**config.mk**
```make
export PLATFORM = sky130hd
export DESIGN_NAME = heading_unwrap_moving_average_top
export DESIGN_NICKNAME = d
export VERILOG_FILES = /design/src/hw/rtl/hum_pkg.sv /design/src/hw/rtl/hum_unwrap.sv /design/src/hw/rtl/hum_avg.sv /design/src/hw/rtl/hum_div.sv /design/src/hw/rtl/heading_unwrap_moving_average_top.sv
export SDC_FILE = /design/constraint.sdc
export NUM_CORES = 2
export LEC_CHECK = 0
export BUFFER_PORTS_ARGS = -buffer_cell sky130_fd_sc_hd__buf_2
export CAP_MARGIN = 20
export CORE_ASPECT_RATIO = 0.5
export CORE_MARGIN = 5
export CORE_UTILIZATION = 58
export DETAILED_ROUTE_END_ITERATION = 6
export PLACE_DENSITY = 0.78
export SETUP_SLACK_MARGIN = 0.15
export SKIP_CTS_REPAIR_TIMING = 1
export SLEW_MARGIN = 25
export SYNTH_ARGS = -nofsm -noshare
export SYNTH_HDL_FRONTEND = slang
export SYNTH_SLANG_ARGS = --single-unit
```
**constraint.sdc**
```tcl
create_clock -name clk -period 6.9 [get_ports clk]
set_input_delay 0.69 -clock clk [delete_from_list [all_inputs] [get_ports clk]]
set_output_delay 0.69 -clock clk [all_outputs]
set_load 0.01 [all_outputs]
```
**src/hw/rtl/hum_pkg.sv**
```systemverilog
// ----------------------------------------------------------------------------
// Heading unwrap package
// Constants, derived widths and stage types shared by the datapath modules.
// ----------------------------------------------------------------------------
package hum_pkg;

  localparam int AVG_TAPS        = 5;
  localparam int TURN_COUNT_BITS = 11;

  localparam int SAMPLE_W  = 16;
  localparam int OUT_W     = 27;
  localparam int WRAP_STEP = 30000;
  localparam int FULL_TURN = 36000;

  // sample - bias is 17-bit signed, turns * 36000 needs TURN_COUNT_BITS + 16
  localparam int ANGLE_W   = TURN_COUNT_BITS + SAMPLE_W + 1;
  localparam int POS_W     = (AVG_TAPS > 1) ? $clog2(AVG_TAPS) : 1;
  localparam int SUM_W     = ANGLE_W + $clog2(AVG_TAPS);

  // reciprocal divide: floor(n * ceil(2^(N+l)/D) / 2^(N+l)) == floor(n / D)
  localparam int DIV_SHIFT = SUM_W + $clog2(AVG_TAPS);
  localparam int RECIP_W   = SUM_W + 1;
  localparam int PROD_W    = DIV_SHIFT + SUM_W;
  localparam logic [63:0] RECIP64 =
    ((64'd1 << DIV_SHIFT) + 64'(AVG_TAPS) - 64'd1) / 64'(AVG_TAPS);
  localparam logic [RECIP_W-1:0] DIV_RECIP = RECIP_W'(RECIP64);

  typedef logic [SAMPLE_W-1:0]        sample_t;
  typedef logic signed [SAMPLE_W:0]   diff_t;
  typedef logic signed [TURN_COUNT_BITS-1:0] turn_t;
  typedef logic signed [ANGLE_W-1:0]  angle_t;
  typedef logic signed [SUM_W-1:0]    sum_t;
  typedef logic signed [OUT_W-1:0]    out_t;

  localparam diff_t  WRAP_POS  = diff_t'(WRAP_STEP);
  localparam diff_t  WRAP_NEG  = diff_t'(-WRAP_STEP);
  localparam turn_t  TURN_MAX  = {1'b0, {(TURN_COUNT_BITS-1){1'b1}}};
  localparam turn_t  TURN_MIN  = {1'b1, {(TURN_COUNT_BITS-1){1'b0}}};
  localparam angle_t TURN_STEP = angle_t'(FULL_TURN);

  typedef struct packed {
    logic   vld;
    angle_t angle;
  } angle_stage_t;

  typedef struct packed {
    logic   vld;
    angle_t angle;
    sum_t   sum;
  } sum_stage_t;

  typedef struct packed {
    logic vld;
    out_t angle;
    out_t avg;
  } result_stage_t;

endpackage

```
**src/hw/rtl/hum_unwrap.sv**
```systemverilog
// ----------------------------------------------------------------------------
// Heading unwrap stage
// Input register, then turn tracking and unwrapped angle into a stage register.
// ----------------------------------------------------------------------------
module hum_unwrap (
  input  logic                  clk,
  input  logic                  rst_n,
  input  logic                  up_vld,
  input  hum_pkg::sample_t      up_sample,
  output logic                  up_rdy,
  input  hum_pkg::sample_t      bias,
  output hum_pkg::angle_stage_t dn,
  input  logic                  dn_rdy
);

  logic             smp_vld_r;
  hum_pkg::sample_t smp_r;
  logic             ang_vld_r;
  hum_pkg::angle_t  ang_r;
  hum_pkg::sample_t prev_r;
  hum_pkg::turn_t   turn_r;
  hum_pkg::turn_t   turn_nxt;
  hum_pkg::angle_t  off_r;
  hum_pkg::angle_t  off_nxt;
  hum_pkg::angle_t  ang_nxt;
  hum_pkg::diff_t   diff;
  logic             s1_rdy;
  logic             s2_rdy;
  logic             mv12;

  assign s2_rdy = !ang_vld_r || dn_rdy;
  assign s1_rdy = !smp_vld_r || s2_rdy;
  assign mv12   = smp_vld_r && s2_rdy;
  assign up_rdy = s1_rdy;

  always_comb begin
    diff     = $signed({1'b0, smp_r}) - $signed({1'b0, prev_r});
    turn_nxt = turn_r;
    off_nxt  = off_r;
    if (diff > hum_pkg::WRAP_POS) begin
      if (turn_r != hum_pkg::TURN_MIN) begin
        turn_nxt = turn_r - hum_pkg::turn_t'(1);
        off_nxt  = off_r - hum_pkg::TURN_STEP;
      end
    end else if (diff < hum_pkg::WRAP_NEG) begin
      if (turn_r != hum_pkg::TURN_MAX) begin
        turn_nxt = turn_r + hum_pkg::turn_t'(1);
        off_nxt  = off_r + hum_pkg::TURN_STEP;
      end
    end
    ang_nxt = hum_pkg::angle_t'($signed({1'b0, smp_r}))
            - hum_pkg::angle_t'($signed({1'b0, bias}))
            + off_nxt;
  end

  always_ff @(posedge clk) begin
    if (!rst_n) begin
      smp_vld_r <= 1'b0;
      ang_vld_r <= 1'b0;
      prev_r    <= '0;
      turn_r    <= '0;
      off_r     <= '0;
    end else begin
      if (s1_rdy) begin
        smp_vld_r <= up_vld;
      end
      if (s2_rdy) begin
        ang_vld_r <= smp_vld_r;
      end
      if (mv12) begin
        prev_r <= smp_r;
        turn_r <= turn_nxt;
        off_r  <= off_nxt;
      end
    end
  end

  always_ff @(posedge clk) begin
    if (s1_rdy && up_vld) begin
      smp_r <= up_sample;
    end
    if (mv12) begin
      ang_r <= ang_nxt;
    end
  end

  assign dn.vld   = ang_vld_r;
  assign dn.angle = ang_r;

endmodule

```
**src/hw/rtl/hum_avg.sv**
```systemverilog
// ----------------------------------------------------------------------------
// Heading unwrap ring sum
// Ring of recent angles with a running sum updated one entry per transaction.
// ----------------------------------------------------------------------------
module hum_avg (
  input  logic                  clk,
  input  logic                  rst_n,
  input  hum_pkg::angle_stage_t up,
  output logic                  up_rdy,
  output hum_pkg::sum_stage_t   dn,
  input  logic                  dn_rdy
);

  hum_pkg::angle_t           ring_r [hum_pkg::AVG_TAPS];
  logic [hum_pkg::POS_W-1:0] pos_r;
  logic [hum_pkg::POS_W-1:0] pos_nxt;
  hum_pkg::sum_t             sum_r;
  hum_pkg::sum_t             sum_nxt;
  logic                      o_vld_r;
  hum_pkg::angle_t           o_ang_r;
  hum_pkg::sum_t             o_sum_r;
  logic                      mv;

  assign up_rdy = !o_vld_r || dn_rdy;
  assign mv     = up.vld && up_rdy;

  assign sum_nxt = sum_r - hum_pkg::sum_t'(ring_r[pos_r]) + hum_pkg::sum_t'(up.angle);
  assign pos_nxt = (pos_r == hum_pkg::POS_W'(hum_pkg::AVG_TAPS - 1)) ?
                   '0 : pos_r + hum_pkg::POS_W'(1);

  always_ff @(posedge clk) begin
    if (!rst_n) begin
      o_vld_r <= 1'b0;
      pos_r   <= '0;
      sum_r   <= '0;
      for (int i = 0; i < hum_pkg::AVG_TAPS; i++) begin
        ring_r[i] <= '0;
      end
    end else begin
      if (up_rdy) begin
        o_vld_r <= up.vld;
      end
      if (mv) begin
        ring_r[pos_r] <= up.angle;
        pos_r         <= pos_nxt;
        sum_r         <= sum_nxt;
      end
    end
  end

  always_ff @(posedge clk) begin
    if (mv) begin
      o_ang_r <= up.angle;
      o_sum_r <= sum_nxt;
    end
  end

  assign dn.vld   = o_vld_r;
  assign dn.angle = o_ang_r;
  assign dn.sum   = o_sum_r;

endmodule

```
**src/hw/rtl/hum_div.sv**
```systemverilog
// ----------------------------------------------------------------------------
// Heading unwrap mean divider
// Signed divide by the tap count, truncating toward zero, by reciprocal multiply.
// ----------------------------------------------------------------------------
module hum_div (
  input  logic                   clk,
  input  logic                   rst_n,
  input  hum_pkg::sum_stage_t    up,
  output logic                   up_rdy,
  output hum_pkg::result_stage_t dn,
  input  logic                   dn_rdy
);

  logic                         a_vld_r;
  logic [hum_pkg::SUM_W-1:0]    a_mag_r;
  logic                         a_neg_r;
  hum_pkg::angle_t              a_ang_r;
  logic                         b_vld_r;
  logic [hum_pkg::PROD_W-1:0]   b_prod_r;
  logic                         b_neg_r;
  hum_pkg::angle_t              b_ang_r;
  logic                         c_vld_r;
  hum_pkg::out_t                c_ang_r;
  hum_pkg::out_t                c_avg_r;
  logic                         a_rdy;
  logic                         b_rdy;
  logic                         c_rdy;
  logic [hum_pkg::SUM_W-1:0]    mag;
  logic [hum_pkg::SUM_W-1:0]    quo;
  hum_pkg::sum_t                quo_s;

  assign c_rdy  = !c_vld_r || dn_rdy;
  assign b_rdy  = !b_vld_r || c_rdy;
  assign a_rdy  = !a_vld_r || b_rdy;
  assign up_rdy = a_rdy;

  assign mag   = up.sum[hum_pkg::SUM_W-1] ? hum_pkg::SUM_W'(-up.sum) : hum_pkg::SUM_W'(up.sum);
  assign quo   = b_prod_r[hum_pkg::DIV_SHIFT +: hum_pkg::SUM_W];
  assign quo_s = b_neg_r ? -$signed(quo) : $signed(quo);

  always_ff @(posedge clk) begin
    if (!rst_n) begin
      a_vld_r <= 1'b0;
      b_vld_r <= 1'b0;
      c_vld_r <= 1'b0;
    end else begin
      if (a_rdy) begin
        a_vld_r <= up.vld;
      end
      if (b_rdy) begin
        b_vld_r <= a_vld_r;
      end
      if (c_rdy) begin
        c_vld_r <= b_vld_r;
      end
    end
  end

  always_ff @(posedge clk) begin
    if (a_rdy && up.vld) begin
      a_mag_r <= mag;
      a_neg_r <= up.sum[hum_pkg::SUM_W-1];
      a_ang_r <= up.angle;
    end
    if (b_rdy && a_vld_r) begin
      b_prod_r <= hum_pkg::PROD_W'(a_mag_r) * hum_pkg::PROD_W'(hum_pkg::DIV_RECIP);
      b_neg_r  <= a_neg_r;
      b_ang_r  <= a_ang_r;
    end
    if (c_rdy && b_vld_r) begin
      c_avg_r <= hum_pkg::OUT_W'(quo_s);
      c_ang_r <= hum_pkg::OUT_W'(b_ang_r);
    end
  end

  assign dn.vld   = c_vld_r;
  assign dn.angle = c_ang_r;
  assign dn.avg   = c_avg_r;

endmodule

```
**src/hw/rtl/heading_unwrap_moving_average_top.sv**
```systemverilog
// Throughput: one transaction per cycle while out_stall is low; the chain of per-stage registers
// (input, unwrap, ring sum, magnitude, multiply, output) absorbs out_stall.
// Reset (rst_n low, synchronous): clears all stage valids, heading bias,
// previous sample, turn count, ring entries, ring position and running sum.
// ----------------------------------------------------------------------------
// Heading unwrap with moving average, top level
// Unwraps heading samples into a continuous angle and reports a boxcar mean.
// ----------------------------------------------------------------------------
module heading_unwrap_moving_average_top (
  input  logic                             clk,
  input  logic                             rst_n,
  input  logic                             in_valid,
  output logic                             in_stall,
  input  logic [hum_pkg::SAMPLE_W-1:0]     in_heading_sample,
  output logic                             out_valid,
  input  logic                             out_stall,
  output logic signed [hum_pkg::OUT_W-1:0] out_unwrapped_angle,
  output logic signed [hum_pkg::OUT_W-1:0] out_averaged_angle,
  input  logic                             cfg_valid,
  output logic                             cfg_ready,
  input  logic [hum_pkg::SAMPLE_W-1:0]     cfg_heading_bias
);

  hum_pkg::sample_t       bias_r;
  logic                   unw_rdy;
  hum_pkg::angle_stage_t  unw_dn;
  logic                   avg_rdy;
  hum_pkg::sum_stage_t    avg_dn;
  logic                   div_rdy;
  hum_pkg::result_stage_t res;

  assign cfg_ready = 1'b1;

  always_ff @(posedge clk) begin
    if (!rst_n) begin
      bias_r <= '0;
    end else if (cfg_valid && cfg_ready) begin
      bias_r <= cfg_heading_bias;
    end
  end

  hum_unwrap u_unwrap (
    .clk       (clk),
    .rst_n     (rst_n),
    .up_vld    (in_valid),
    .up_sample (in_heading_sample),
    .up_rdy    (unw_rdy),
    .bias      (bias_r),
    .dn        (unw_dn),
    .dn_rdy    (avg_rdy)
  );

  hum_avg u_avg (
    .clk    (clk),
    .rst_n  (rst_n),
    .up     (unw_dn),
    .up_rdy (avg_rdy),
    .dn     (avg_dn),
    .dn_rdy (div_rdy)
  );

  hum_div u_div (
    .clk    (clk),
    .rst_n  (rst_n),
    .up     (avg_dn),
    .up_rdy (div_rdy),
    .dn     (res),
    .dn_rdy (!out_stall)
  );

  assign in_stall            = !unw_rdy;
  assign out_valid           = res.vld;
  assign out_unwrapped_angle = res.angle;
  assign out_averaged_angle  = res.avg;

endmodule

```
==> out/metrics.cfg <==
[routing]
routed-via-count=26600
wl_per_cell_um=19.6
viasPerCell=5.73
drc=0
routed_wl_um=91000
drtPass1Iterations=5
drtIter0Drc=2109
drt.antenna.violating_nets=0

[worst_setup_path]
worstPathCellList=ha_4 > inv_1 > fa_1 > inv_1 > fa_2 > buf_6 > fa_1 > fa_1 > fa_1 > fa_1 > inv_1 > fa_1 > inv_1 > ha_1 > nand3_2 > or3_4 > o211ai_1 > a31oi_2 > o41ai_2 > o21ai_1 > a21oi_1 > a31oi_1
reg2regPathDepth=22
slowest_stage=fa_1
critPathKind=register to register
crit_path_frequent_cell=fa_1
r2r_end=u_div.b_prod_r[60]
worstPathArrival_ps=7440
end_kind=register
critPathMaxStageDelay_ps=540
worst_setup_path_start_kind=register
critPathMaxFanout=3
required_ps=7260
rrSetupSlack_ps=-180
r2r-start=u_div.a_mag_r[8]

[clock_network]
root_buffer=clkbuf_16
path_clk_slew_ps=70
clock_sinks=603
cts_tree=built
clock_latency_ps=670
clock_path_buffers=3
numCtsBuffers=52
ctsHtreeMaxLevel=2

[sta]
clock_skew_ps=64.3
min_period_ps=7080
tightestPinTransition_ps=974
hold_violations=0
relSlewSlack=0.350
finalSetupViolations=10
holdWs_ps=200
report.final.slew_viol_count=0
setup_tns_ps=-929
rsz0062_at_grt=true
fmax_mhz=141
fin_ws_ps=-183
fin_crit_sh=1.03

[synth]
synthArstFlopShare=0
ys_seq_elements=603
synth_xor_area_frac=0.0447
muxShareOfSynthArea=0.0480
syn_nets=4170
synth_top_flop_cell=edfxtp_1
synth_top_family_by_area=adder cells
synth_cells=3477
synth-simple-area-share=0.0861
synth_fa_ha_area_frac=0.253
synthDistinctLibCells=93
netlist_area_sq_mm=0.0403
avgSynthCellArea_sq_um=11.6
synth_edf_count=494
synth_compound_area_frac=0.0814
synth.yosys.seq_area_share=0.422
yosysWarnings=0

[hold_path]
holdPathEnd=u_unwrap.smp_r[0]
hold_path_class=primary input to register
holdCritStartpoint=in_heading_sample[0]
whs_path_depth=1

[placed_design]
gp_congestion=0.948
portBuffers=92
placed_area_sq_mm=0.0428
dp_hpwl_um=68000

[floorplan]
die_area_sq_mm=0.0752
die_x_um=383
core-area_sq_mm=0.0689
io_pins=94
start_util=0.585
std_cell_rows=68
die_h_um=196

[outcome]
violations=setup timing
outcome=finished with violations

[grt]
grt_usage=0.244
antenna_found_initial=1
grt-ovfl-total=0
top_usage_layer=met2
gr-usage-met3=0.0382
grt_pass1_vias=27200
met2_usage=0.411
grt_start_max_net_pins=64
grt_pass1_wl_um=146000
use_met1=0.340

[cells_and_area]
fillers=5066
drive_above_1_share=0.153
n_antenna_cell=0
design_area_sq_mm=0.0452
final_nets=4380
syn_to_final_growth_pct=12.1

[run]
maxCapViolCount=0

per-layer routing:
| layer | up-vias | wire length [um] |
|---|---|---|
| met3 | 145 | 5920 |
| met4 | 0 | 2120 |
| met2 | 848 | 43500 |
| met1 | 13100 | 39500 |
| li1 | 12500 | - |
| met5 | - | 0 |
Yosys cell counts (19+ instances only):
library cell	n	area share
clkbuf_1	87	0.0081
mux2_2	27	0.0075
mux2i_1	37	0.0092
o21ai_0	99	0.012
nor2b_1	19	0.0029
edfxtp_1	494	0.37
a21o_1	51	0.0095
nand2b_1	26	0.0040
nand2_1	186	0.017
nor4_1	65	0.010
or3_1	31	0.0048
nand3_1	40	0.0050
nor3_1	107	0.013
xor2_1	63	0.014
o21a_1	19	0.0035
dfxtp_1	109	0.054
xnor2_1	140	0.030
inv_1	576	0.054
nor2_1	142	0.013
ha_1	392	0.12
a21oi_1	158	0.020
o31ai_1	20	0.0037
fa_1	264	0.13
mux4_2	56	0.031
kinds of logic (layout without fill, tap and decap cells):
family / Yosys count / after routing
compound gates: 502 / 502
other cells: 1 / 1
xor+xnor: 204 / 204
buf+inv: 688 / 941
flops: 603 / 603
simple gates: 703 / 703
mux: 120 / 120
fa+ha+maj: 656 / 656
worst max-delay path by stage:
stage                            startpoint                  to  slack [ps]  cells past startpoint
after floorplan           u_div.a_mag_r[16]  u_div.b_prod_r[53]         160                     24
after global placement     u_div.a_mag_r[5]  u_div.b_prod_r[54]        -140                     26
after detailed placement   u_div.a_mag_r[8]  u_div.b_prod_r[54]        -320                     26
after CTS                  u_div.a_mag_r[8]  u_div.b_prod_r[54]        -390                     26
after global routing       u_div.a_mag_r[8]  u_div.b_prod_r[60]        -490                     22
final                      u_div.a_mag_r[8]  u_div.b_prod_r[60]        -180                     22
per-stage QoR:
stage | worst slack [ps] | utilization | cells
6_report | -183 | 0.656 | 4640
5_1_grt | -487 | 0.656 | 4640
4_1_cts | -390 | 0.649 | 4627
3_5_place_dp | -319 | 0.622 | 4530
3_3_place_gp | -144 | 0.621 | 4528
2_1_floorplan | 158 | - | 3477
placed cells by master (no fill, tap or decap), types with 19 or more instances in the layout:
master / netlist / final
o21a_1: 19 / 19
clkbuf_16: 0 / 52
dfxtp_1: 109 / 105
buf_2: 4 / 92
nor4_1: 65 / 65
inv_1: 576 / 561
mux2_2: 27 / 27
a21oi_1: 158 / 150
nor3_1: 107 / 106
xor2_1: 63 / 62
ha_1: 392 / 376
mux2i_1: 37 / 37
buf_4: 2 / 169
mux4_2: 56 / 56
fa_1: 264 / 251
or3_1: 31 / 30
nand2_1: 186 / 186
o21ai_0: 99 / 84
nand3_1: 40 / 37
nor2_1: 142 / 138
edfxtp_1: 494 / 494
xnor2_1: 140 / 139
a21o_1: 51 / 51
nand2b_1: 26 / 25
final cells by class:
| type | count | area (sq um) | area share |
|---|---|---|---|
| clock buffers | 66 | 1390 | 0.0309 |
| clock inverters | 31 | 479 | 0.0106 |
| inverters | 577 | 2170 | 0.0480 |
| multi-input cells | 2186 | 21200 | 0.468 |
| flip-flops and latches | 603 | 17000 | 0.377 |
| well taps | 910 | 1140 | 0.0252 |
| repair buffers | 267 | 1820 | 0.0402 |
flip-flops by register name, summed over array words and instances (netlist names), 3 cells and up, named ones only:
name and flops:
bias_r 16, u_avg.o_ang_r 27, u_avg.o_sum_r 31, u_avg.pos_r 3, u_avg.ring_r 224, u_avg.sum_r 31
u_div.a_ang_r 27, u_div.a_mag_r 31, u_div.b_ang_r 27, u_div.b_prod_r 27, u_div.c_ang_r 27, u_div.c_avg_r 27
u_unwrap.ang_r 28, u_unwrap.off_r 23, u_unwrap.prev_r 16, u_unwrap.smp_r 16, u_unwrap.turn_r 11
critical path, delay by kind of cell, from the launching register on:
family                     cells  cell delay, ps
buffers and inverters          5             360
adders and majority gates      9            4090
DFF                            1             510
AOI/OAI and AO/OA              6            1360
and+or+nand+nor                2             460
Power is left out: the tool's default activity adds up to more than one toggle a clock period on the data nets, which glitch-free logic cannot reach.
